### config.mk
export PLATFORM = sky130hd
export DESIGN_NAME = svct_cell
export DESIGN_NICKNAME = d
export VERILOG_FILES = /design/src/design/svct_pkg.sv /design/src/design/svct_cell.sv
export SDC_FILE = /design/constraint.sdc
export NUM_CORES = 1
export LEC_CHECK = 0
export ABC_AREA = 1
export BUFFER_PORTS_ARGS = -buffer_cell sky130_fd_sc_hd__buf_2
export CAP_MARGIN = 20
export CORE_MARGIN = 2
export CORE_UTILIZATION = 45
export DETAILED_ROUTE_END_ITERATION = 10
export PLACE_DENSITY = 0.78
export SLEW_MARGIN = 25
export SYNTH_ARGS = -nofsm -noshare
export SYNTH_HDL_FRONTEND = slang
export SYNTH_SLANG_ARGS = --single-unit
export TNS_END_PERCENT = 50
### constraint.sdc
create_clock -name i_clk -period 6.3 [get_ports i_clk]
set_input_delay 1.89 -clock i_clk [delete_from_list [all_inputs] [get_ports i_clk]]
set_output_delay 1.89 -clock i_clk [all_outputs]
set_load 0.02 [all_outputs]
### src/design/svct_pkg.sv
`timescale 1ns / 1ps

package svct_pkg;

    localparam int KEY_W   = 32;
    localparam int COUNT_W = 16;

    // Contents of one table cell.
    typedef struct packed {
        logic               valid;
        logic [KEY_W-1:0]   key;
        logic [COUNT_W-1:0] count;
    } t_entry;

    // Operation that the controller broadcasts to every cell.
    typedef enum logic [1:0] {
        OP_HOLD,
        OP_COUNT,
        OP_SHIFT_DOWN
    } t_op;

    typedef struct packed {
        t_op              op;
        logic [KEY_W-1:0] value;
        logic             insert;
    } t_cmd;

endpackage

### src/design/svct_cell.sv
`timescale 1ns / 1ps

module svct_cell (
    input  logic            i_clk,
    input  logic            i_rst_n,
    input  svct_pkg::t_cmd   i_cmd,
    input  svct_pkg::t_entry i_lower,
    input  logic            i_lower_less,
    input  svct_pkg::t_entry i_upper,
    output svct_pkg::t_entry o_entry,
    output logic            o_less,
    output logic            o_eq
);

    svct_pkg::t_entry r_entry;
    svct_pkg::t_entry n_entry;

    assign o_less  = r_entry.valid &&
                     ($signed(r_entry.key) < $signed(i_cmd.value));
    assign o_eq    = r_entry.valid && (r_entry.key == i_cmd.value);
    assign o_entry = r_entry;

    always_comb begin
        n_entry = r_entry;
        case (i_cmd.op)
            svct_pkg::OP_COUNT: begin
                if (o_eq) begin
                    if (r_entry.count != '1) begin
                        n_entry.count = r_entry.count + 1'b1;
                    end
                end else if (i_cmd.insert && !o_less) begin
                    // The first cell that is not below the new key takes it;
                    // every cell above it takes its lower neighbor.
                    if (i_lower_less) begin
                        n_entry.valid = 1'b1;
                        n_entry.key   = i_cmd.value;
                        n_entry.count = svct_pkg::COUNT_W'(1);
                    end else begin
                        n_entry = i_lower;
                    end
                end
            end
            svct_pkg::OP_SHIFT_DOWN: begin
                n_entry = i_upper;
            end
            default: begin
                n_entry = r_entry;
            end
        endcase
    end

    always_ff @(posedge i_clk) begin
        if (!i_rst_n) begin
            r_entry.valid <= 1'b0;
        end else begin
            r_entry.valid <= n_entry.valid;
        end
        r_entry.key   <= n_entry.key;
        r_entry.count <= n_entry.count;
    end

endmodule

# Word level (Yosys, flattened, before mapping)
# Cells that the tools add are included.
[classes] n_lt_le_gt_ge=1 addsub=1 n_eq_ne=8 reduce_logical=7 n_mux=6
[ops] operator="$mux 49" count=2
[ops] operator="$pmux 49 s2" count=1
[ops] operator="$mux 33" count=1
[ops] operator="$eq 32x32->1" count=1
[ops] operator="$lt 32x32->1" count=1
[ops] operator="$mux 16" count=2
[ops] operator="$add 16x1->16 const B" count=1
[ops] operator="$ne 16x16->1 const B" count=1
[ops] operator="$ne 3x3->1 const B" count=2
[ops] operator="$reduce_and 3->1" count=2
[ops] operator="$ne 2x2->1 const B" count=2
[ops] operator="$logic_and 1x1->1" count=3
[ops] operator="$eq 2x1->1 const B" count=1
[ops] operator="$eq 2x2->1 const B" count=1
[ops] operator="$reduce_bool 2->1" count=1
[ops] operator="$logic_not 1->1" count=1
[word_totals] out_inout_bits=51 input_bits=136 regBits=49

# Logic depth before layout (Yosys ltp)
# Gate-level depths: netlist of run 1.
[logic_depth] word_depth=7 ltp_mapped=19 mapped_depth_nobuf=19

# Worst setup path before layout of run 1
# OpenSTA, ideal clock, no wires.
[synth_timing] kind="in2out" start="input port i_cmd[32] (netlist name)" end="output port o_less" path_slack_ps=1307 path_stages=10 path_buffers=0 t_arrival_ps=3103 path_cell_list="inv_1 > ha_1 > nand2_2 > nor2_2 > nand2_2 > nor4_4 > nand2_1 > nand3_1 > nand3_2 > inv_1"
[synth_via] elab_chain_cells=2
[synth_lines] element="from (decl)" line="svct_cell.sv:6" text="input svct_pkg::t_cmd i_cmd,"
[synth_lines] element="$lt 32x32->1" line="svct_cell.sv:19" text="($signed(r_entry.key) < $signed(i_cmd.value));"
[synth_lines] element="$logic_and 1x1->1" line="svct_cell.sv:18" text="assign o_less = r_entry.valid &&"
[synth_lines] element="to (decl)" line="svct_cell.sv:11" text="output logic o_less,"
# No other way between the ends.

# Worst setup path after layout of run 1
[layout_timing] start="input port i_cmd[16] (netlist name)" end="output port o_eq"
[layout_via] elab_chain_cells=2
[layout_lines] element="$eq 32x32->1" line="svct_cell.sv:20" text="assign o_eq = r_entry.valid && (r_entry.key == i_cmd.value);"
[layout_lines] element="$logic_and 1x1->1" line="svct_cell.sv:20"
[layout_lines] element="to (decl)" line="svct_cell.sv:12" text="output logic o_eq"
# No other way between the ends.

==> impl_metrics.tcl, run 1 <==
set metrics [dict create \
    worstSkewPairLatency_ns 0.31 \
    syn2layout_area_growth_pct 28.90 \
    antenna_cells 0 \
    power_leakage_nw 2.482 \
    synth-simple-area-share 0.2358 \
    critPathArrivalTime_ns 3.45 \
    final_nets 828 \
    cts_root_buf "clkbuf_8" \
    critical_path.cell_chain "buf_2, inv_1, ha_1, nand2_1, nor2_2, nand2_1, nor4_4, nand2_2, clkinv_2, buf_2" \
    drcViolationCount 0 \
    synthTopCellsByCount "nand2_1, a21oi_1, nor2_1, inv_1, edfxtp_1" \
    dieArea_sq_um 9268 \
    grt_pass1_wl_um 16610 \
    coreArea_sq_um 8217 \
    post-route-cell-area_sq_um 4938 \
    synth.most_common_cell "nand2_1" \
    globalplace.congestion 0.8189 \
    hold_buffers 0 \
    vias 3892 \
    worstMarginPinSlew_ns 0.7642 \
    required_ns 4.41 \
    hp-class "reg2reg" \
    hold_viol 0 \
    rsz0062_at_grt "false" \
    place_hpwl_um 8213 \
    htree_levels 2 \
    num-fill-cells 767 \
    switching_power_w 0.0002856 \
    placed_cells 755 \
    ys_top_cells_by_area "edfxtp_1, a21oi_1, ha_1" \
    final_cells 763 \
    die-width_um 96.27 \
    cts_resized 0 \
    ir_drop_v 0.00009236 \
    synth_top_family_by_area "simple AND/OR/NAND/NOR gates" \
    cts.clk_slew.worst_paths_ns 0.08 \
    synth.distinct_cells 38 \
    dr.pass1.iters 4 \
    postCtsSetupBuffers 0 \
    fmax_ghz 0.1873 \
    largest_register_ff_count 49 \
    yosys_warnings 0 \
    overflow 0 \
    wl_um 10510 \
    status "completed" \
    wl_met1_um 4306 \
    synthCells 480 \
    dr_wl_met2_um 5290 \
    ys.flop_type "edfxtp_1" \
    avgViaCountPerCell 5.101 \
    start_util 0.4663 \
    syn_avg_cell_area_sq_um 7.982 \
    antenna_found_initial 0 \
    seq_power_share 0.478 \
    synth_top_cell_by_area "edfxtp_1" \
    finalHoldWorstSlack_ns 0.6275 \
    yosysSeqAreaShare 0.3815 \
    top_layer "met4" \
    syn_nets 651 \
    holdCritStartpoint "o_entry[48]$_SDFFE_PN0P_" \
    setup_viol 0 \
    critPathLaunch "i_cmd[16]" \
    maxCapViolations 0 \
    skew_ns 0.01412 \
    muxShareOfSynthArea 0 \
    io_buffers 186 \
    drt_iter0_drc 151 \
    synth-async-reset-ratio 0 \
    sw_frac_of_total 0.3258 \
    hold-path-endpoint "o_entry[48]$_SDFFE_PN0P_" \
    post-synth-top-area-fraction 0.3762 \
    rrSetupSlack_ns 3.20 \
    share_comb_of_total_power 0.300 \
    synthAdderAreaFrac 0.1143 \
    cp_max_fo 16 \
    drive_above_1_share 0.3435 \
    critPathSlowestCell "ha_1" \
    synth_edf_count 48 \
    period_needed_ns 5.339 \
    slew_headroom 0.4898 \
    cts_tree "done" \
    holdPathStages 4 \
    clock_path_buffers 2 \
    slowest_delay_ns 0.29 \
    r2r_cells 11 \
    period_share 0.8474 \
    synth_compound_area_frac 0.1715 \
    synth_seq_cells 49 \
    p_per_area_nw_per_um2 177.5 \
    antenna_left 0 \
    end_kind "primary output" \
    synth-xor-area-share 0.01829 \
    row_count 33 \
    syn-cell-area_sq_um 3831 \
    wl_per_cell_um 13.78 \
    fin_setup_tns_ns 0 \
    cts.sinks 49 \
    grt_max_degree 47 \
    grt_pass1_vias 3699 \
    io_pins 187 \
    grt_use_total 0.2312 \
    critPathLaunchType "input port" \
    place_area_sq_um 4848 \
    met3_length_um 785 \
    cts_made_buffers 5 \
    r2r-start "o_entry[31]$_DFFE_PP_" \
    finalMaxSlewViolations 0 \
    pwr-share-clk 0.222 \
    p_int_w 0.0005909 \
    critical_path_class "in2out" \
    r2r-end "o_entry[3]$_DFFE_PP_" \
    fp.dieH_um 96.27 \
]
final cells by class:
type / instances / area (sq um) / area share
Timing Repair Buffer: 191 / 968.4 / 0.1961
Tap cell: 105 / 131.4 / 0.02660
Multi-Input combinational cell: 354 / 2076 / 0.4203
Sequential cell: 49 / 1461 / 0.2959
Inverter: 56 / 211.5 / 0.04282
Clock buffer: 8 / 90.09 / 0.01824
routing by layer:
metal	global-route usage	up-vias
li1	-	1975
met1	0.2871	1745
met2	0.4109	161
met3	0.04307	11
met4	0.05952	0
met5	0	-
metrics by stage:
stage,total power (W),utilization,worst slack (ns)
after CTS,0.0008828,0.6010,0.9425
final,0.0008765,0.6010,0.9613
after global placement,0.0006816,0.5901,0.9289
after global routing,0.0009353,0.6010,0.7630
after detailed placement,0.0006893,0.5901,0.9347
after floorplan,0.0005827,-,1.307
layout by cell type, fill, tap and decap left out, types with 2 or more instances in the layout:
cell / count
nor2_1: 55
xor2_1: 5
o31ai_1: 3
inv_1: 54
clkbuf_1: 2
a31oi_1: 5
edfxtp_1: 48
ha_1: 34
buf_4: 5
nand3_1: 12
o21ai_0: 10
xnor2_1: 3
o31ai_2: 4
nand3b_1: 3
nand3_2: 6
buf_2: 186
nor2_2: 3
nor3_1: 2
o21a_1: 2
nor2_4: 3
clkbuf_8: 6
nand4_1: 2
nand2_1: 95
a21oi_1: 92
nand2_2: 3
nor4_4: 2
power by group through the flow:
stage	combinational (W)	sequential (W)	clock [W]
finish	0.000263	0.000419	0.000195
global route	0.000297	0.000422	0.000216
CTS	0.000265	0.000418	0.000199
detailed placement	0.000264	0.000426	0
global placement	0.000257	0.000424	0
floorplan	0.000127	0.000455	0
how the worst max path moves through the flow:
stage | end | slack [ns] | depth (start not counted)
5_1_grt | o_eq | 0.76 | 10
6_report | o_eq | 0.96 | 10
2_1_floorplan | o_less | 1.31 | 10
3_5_place_dp | o_eq | 0.93 | 10
3_3_place_gp | o_eq | 0.93 | 10
4_1_cts | o_eq | 0.94 | 10
logic make-up (layout without fill, tap and decap cells):
kind of cell	count (synthesis)	in the layout
flip-flops	49	49
AND/OR/NAND/NOR	191	191
adder cells (fa/ha/maj)	35	35
AO/OA/AOI/OAI	120	120
XOR/XNOR	8	8
buffers and inverters	77	255
worst max-delay path, delay by kind of cell:
kind | cells | cell delay [ns]
adders and majority gates | 1 | 0.29
buffers and inverters | 4 | 0.40
and+or+nand+nor | 5 | 0.87
Note: power is estimated with default switching activity, not from simulation.
==> inputs of run 2 (changes only) <==
==> constraint.sdc (replaced) <==
create_clock -name i_clk -period 4.99 [get_ports i_clk]
set_input_delay 1.497 -clock i_clk [delete_from_list [all_inputs] [get_ports i_clk]]
set_output_delay 1.497 -clock i_clk [all_outputs]
set_load 0.02 [all_outputs]
==> impl_metrics.tcl, run 2 (synthesis gave the netlist of run 1 again) <==
set metrics [dict create \
    final_nets 830 \
    wl_per_cell_um 13.98 \
    cts.clk_slew.worst_paths_ns 0.08 \
    dieArea_sq_um 9268 \
    drcViolationCount 0 \
    finalMaxSlewViolations 0 \
    critPathLaunchType "input port" \
    power_leakage_nw 2.494 \
    worstMarginPinSlew_ns 0.7930 \
    critical_path_class "in2out" \
    fp.dieH_um 96.27 \
    globalplace.congestion 0.8167 \
    end_kind "primary output" \
    wl_um 10700 \
    mostFrequentLayoutCells "buf_2, nand2_1, a21oi_1" \
    grt_pass1_vias 3765 \
    die-width_um 96.27 \
    period_needed_ns 4.501 \
    antenna_left 0 \
    cts_tree "done" \
    drive_above_1_share 0.3470 \
    hold_buffers 0 \
    p_per_area_nw_per_um2 221.3 \
    dr.pass1.iters 4 \
    avgViaCountPerCell 5.120 \
    rsz0062_at_grt "false" \
    antenna_found_initial 0 \
    fmax_ghz 0.2222 \
    hold_viol 0 \
    antenna_cells 0 \
    grt_max_degree 47 \
    status "completed" \
    worstSkewPairLatency_ns 0.30 \
    critPathArrivalTime_ns 3.00 \
    place_hpwl_um 8365 \
    ir_drop_v 0.0001149 \
    largest_register_ff_count 49 \
    fin_setup_tns_ns 0 \
    hp-class "reg2reg" \
    coreArea_sq_um 8217 \
    io_buffers 186 \
    num-fill-cells 744 \
    skew_ns 0.01011 \
    final_common_cell "buf_2" \
    clock_path_buffers 2 \
    maxCapViolations 0 \
    start_util 0.4663 \
    cts.sinks 49 \
    row_count 33 \
    overflow 0 \
    grt_use_total 0.2317 \
    syn2layout_area_growth_pct 29.43 \
    setup_viol 0 \
    io_pins 187 \
    postCtsSetupBuffers 0 \
    cp_max_fo 4 \
    cts_resized 0 \
    vias 3917 \
    htree_levels 2 \
    period_share 0.9021 \
    slew_headroom 0.4705 \
    cts_made_buffers 5 \
    power.total_w 0.001098 \
    cts_root_buf "clkbuf_8" \
    required_ns 3.49 \
    grt_pass1_wl_um 16860 \
    drt_iter0_drc 133 \
]
==> run 2: cell types whose count changed in the layout (fill, tap and decap cells not counted) <==
cell and delta:
clkinv_2 +2, buf_12 +1, buf_4 +1, clkbuf_1 -1, clkbuf_8 -1
==> run 2: final timing paths <==
check	start	end	slack (ns)	cells past startpoint
min	o_entry[48]$_SDFFE_PN0P_	o_entry[48]$_SDFFE_PN0P_	0.62	4
max reg2reg	o_entry[29]$_DFFE_PP_	o_entry[18]$_DFFE_PP_	2.16	12
min reg2reg	o_entry[48]$_SDFFE_PN0P_	o_entry[48]$_SDFFE_PN0P_	0.62	4
max	i_cmd[32]	o_less	0.49	12
==> run 2: area by class of cell <==
| class | instances | area (sq um) | share of cell area |
|---|---|---|---|
| Clock buffer | 6 | 72.57 | 0.01464 |
| Clock inverter | 2 | 10.01 | 0.002019 |
| Inverter | 56 | 211.5 | 0.04264 |
| Multi-Input combinational cell | 354 | 2076 | 0.4186 |
| Sequential cell | 49 | 1461 | 0.2947 |
| Tap cell | 105 | 131.4 | 0.02650 |
| Timing Repair Buffer | 193 | 996.0 | 0.2009 |
==> run 2: worst max-delay path, cell delays in order <==
cell and delay [ns]:
buf_2 0.09, inv_1 0.04, ha_1 0.34, nand2_2 0.07, nor2_2 0.15, nand2_2 0.10, nor4_4 0.17, nand2_1 0.11
nand3_1 0.10, nand3_2 0.12, inv_1 0.07, buf_2 0.15
==> run 2: report_power, final <==
part | total, W | leakage [nW] | internal (W) | switching [W]
registers | 0.000528 | 0.468 | 0.000499 | 0.0000288
clock network | 0.000233 | 0.0450 | 0.0000976 | 0.000136
logic | 0.000336 | 1.98 | 0.000136 | 0.000200
==> run 2: stage by stage <==
stage	std cells	hold slack, ns	setup WS, ns	util	cell area (sq um)
3_5_place_dp	757	0.6176	0.4612	0.5934	4876
6_report	765	0.6241	0.4886	0.6035	4959
3_3_place_gp	757	0.6156	0.5136	0.5934	4876
2_1_floorplan	480	0.6449	0.6763	-	3831
4_1_cts	765	0.6316	0.4567	0.6035	4959
5_1_grt	765	0.6935	0.3111	0.6035	4959
==> run 2: layer usage <==
metal	vias to the layer above	track usage	part of all wire
met1	1780	0.2712	0.42
met2	144	0.4300	0.50
li1	1981	-	-
met4	0	0.06190	0.011
met5	-	0	0
met3	12	0.04307	0.065
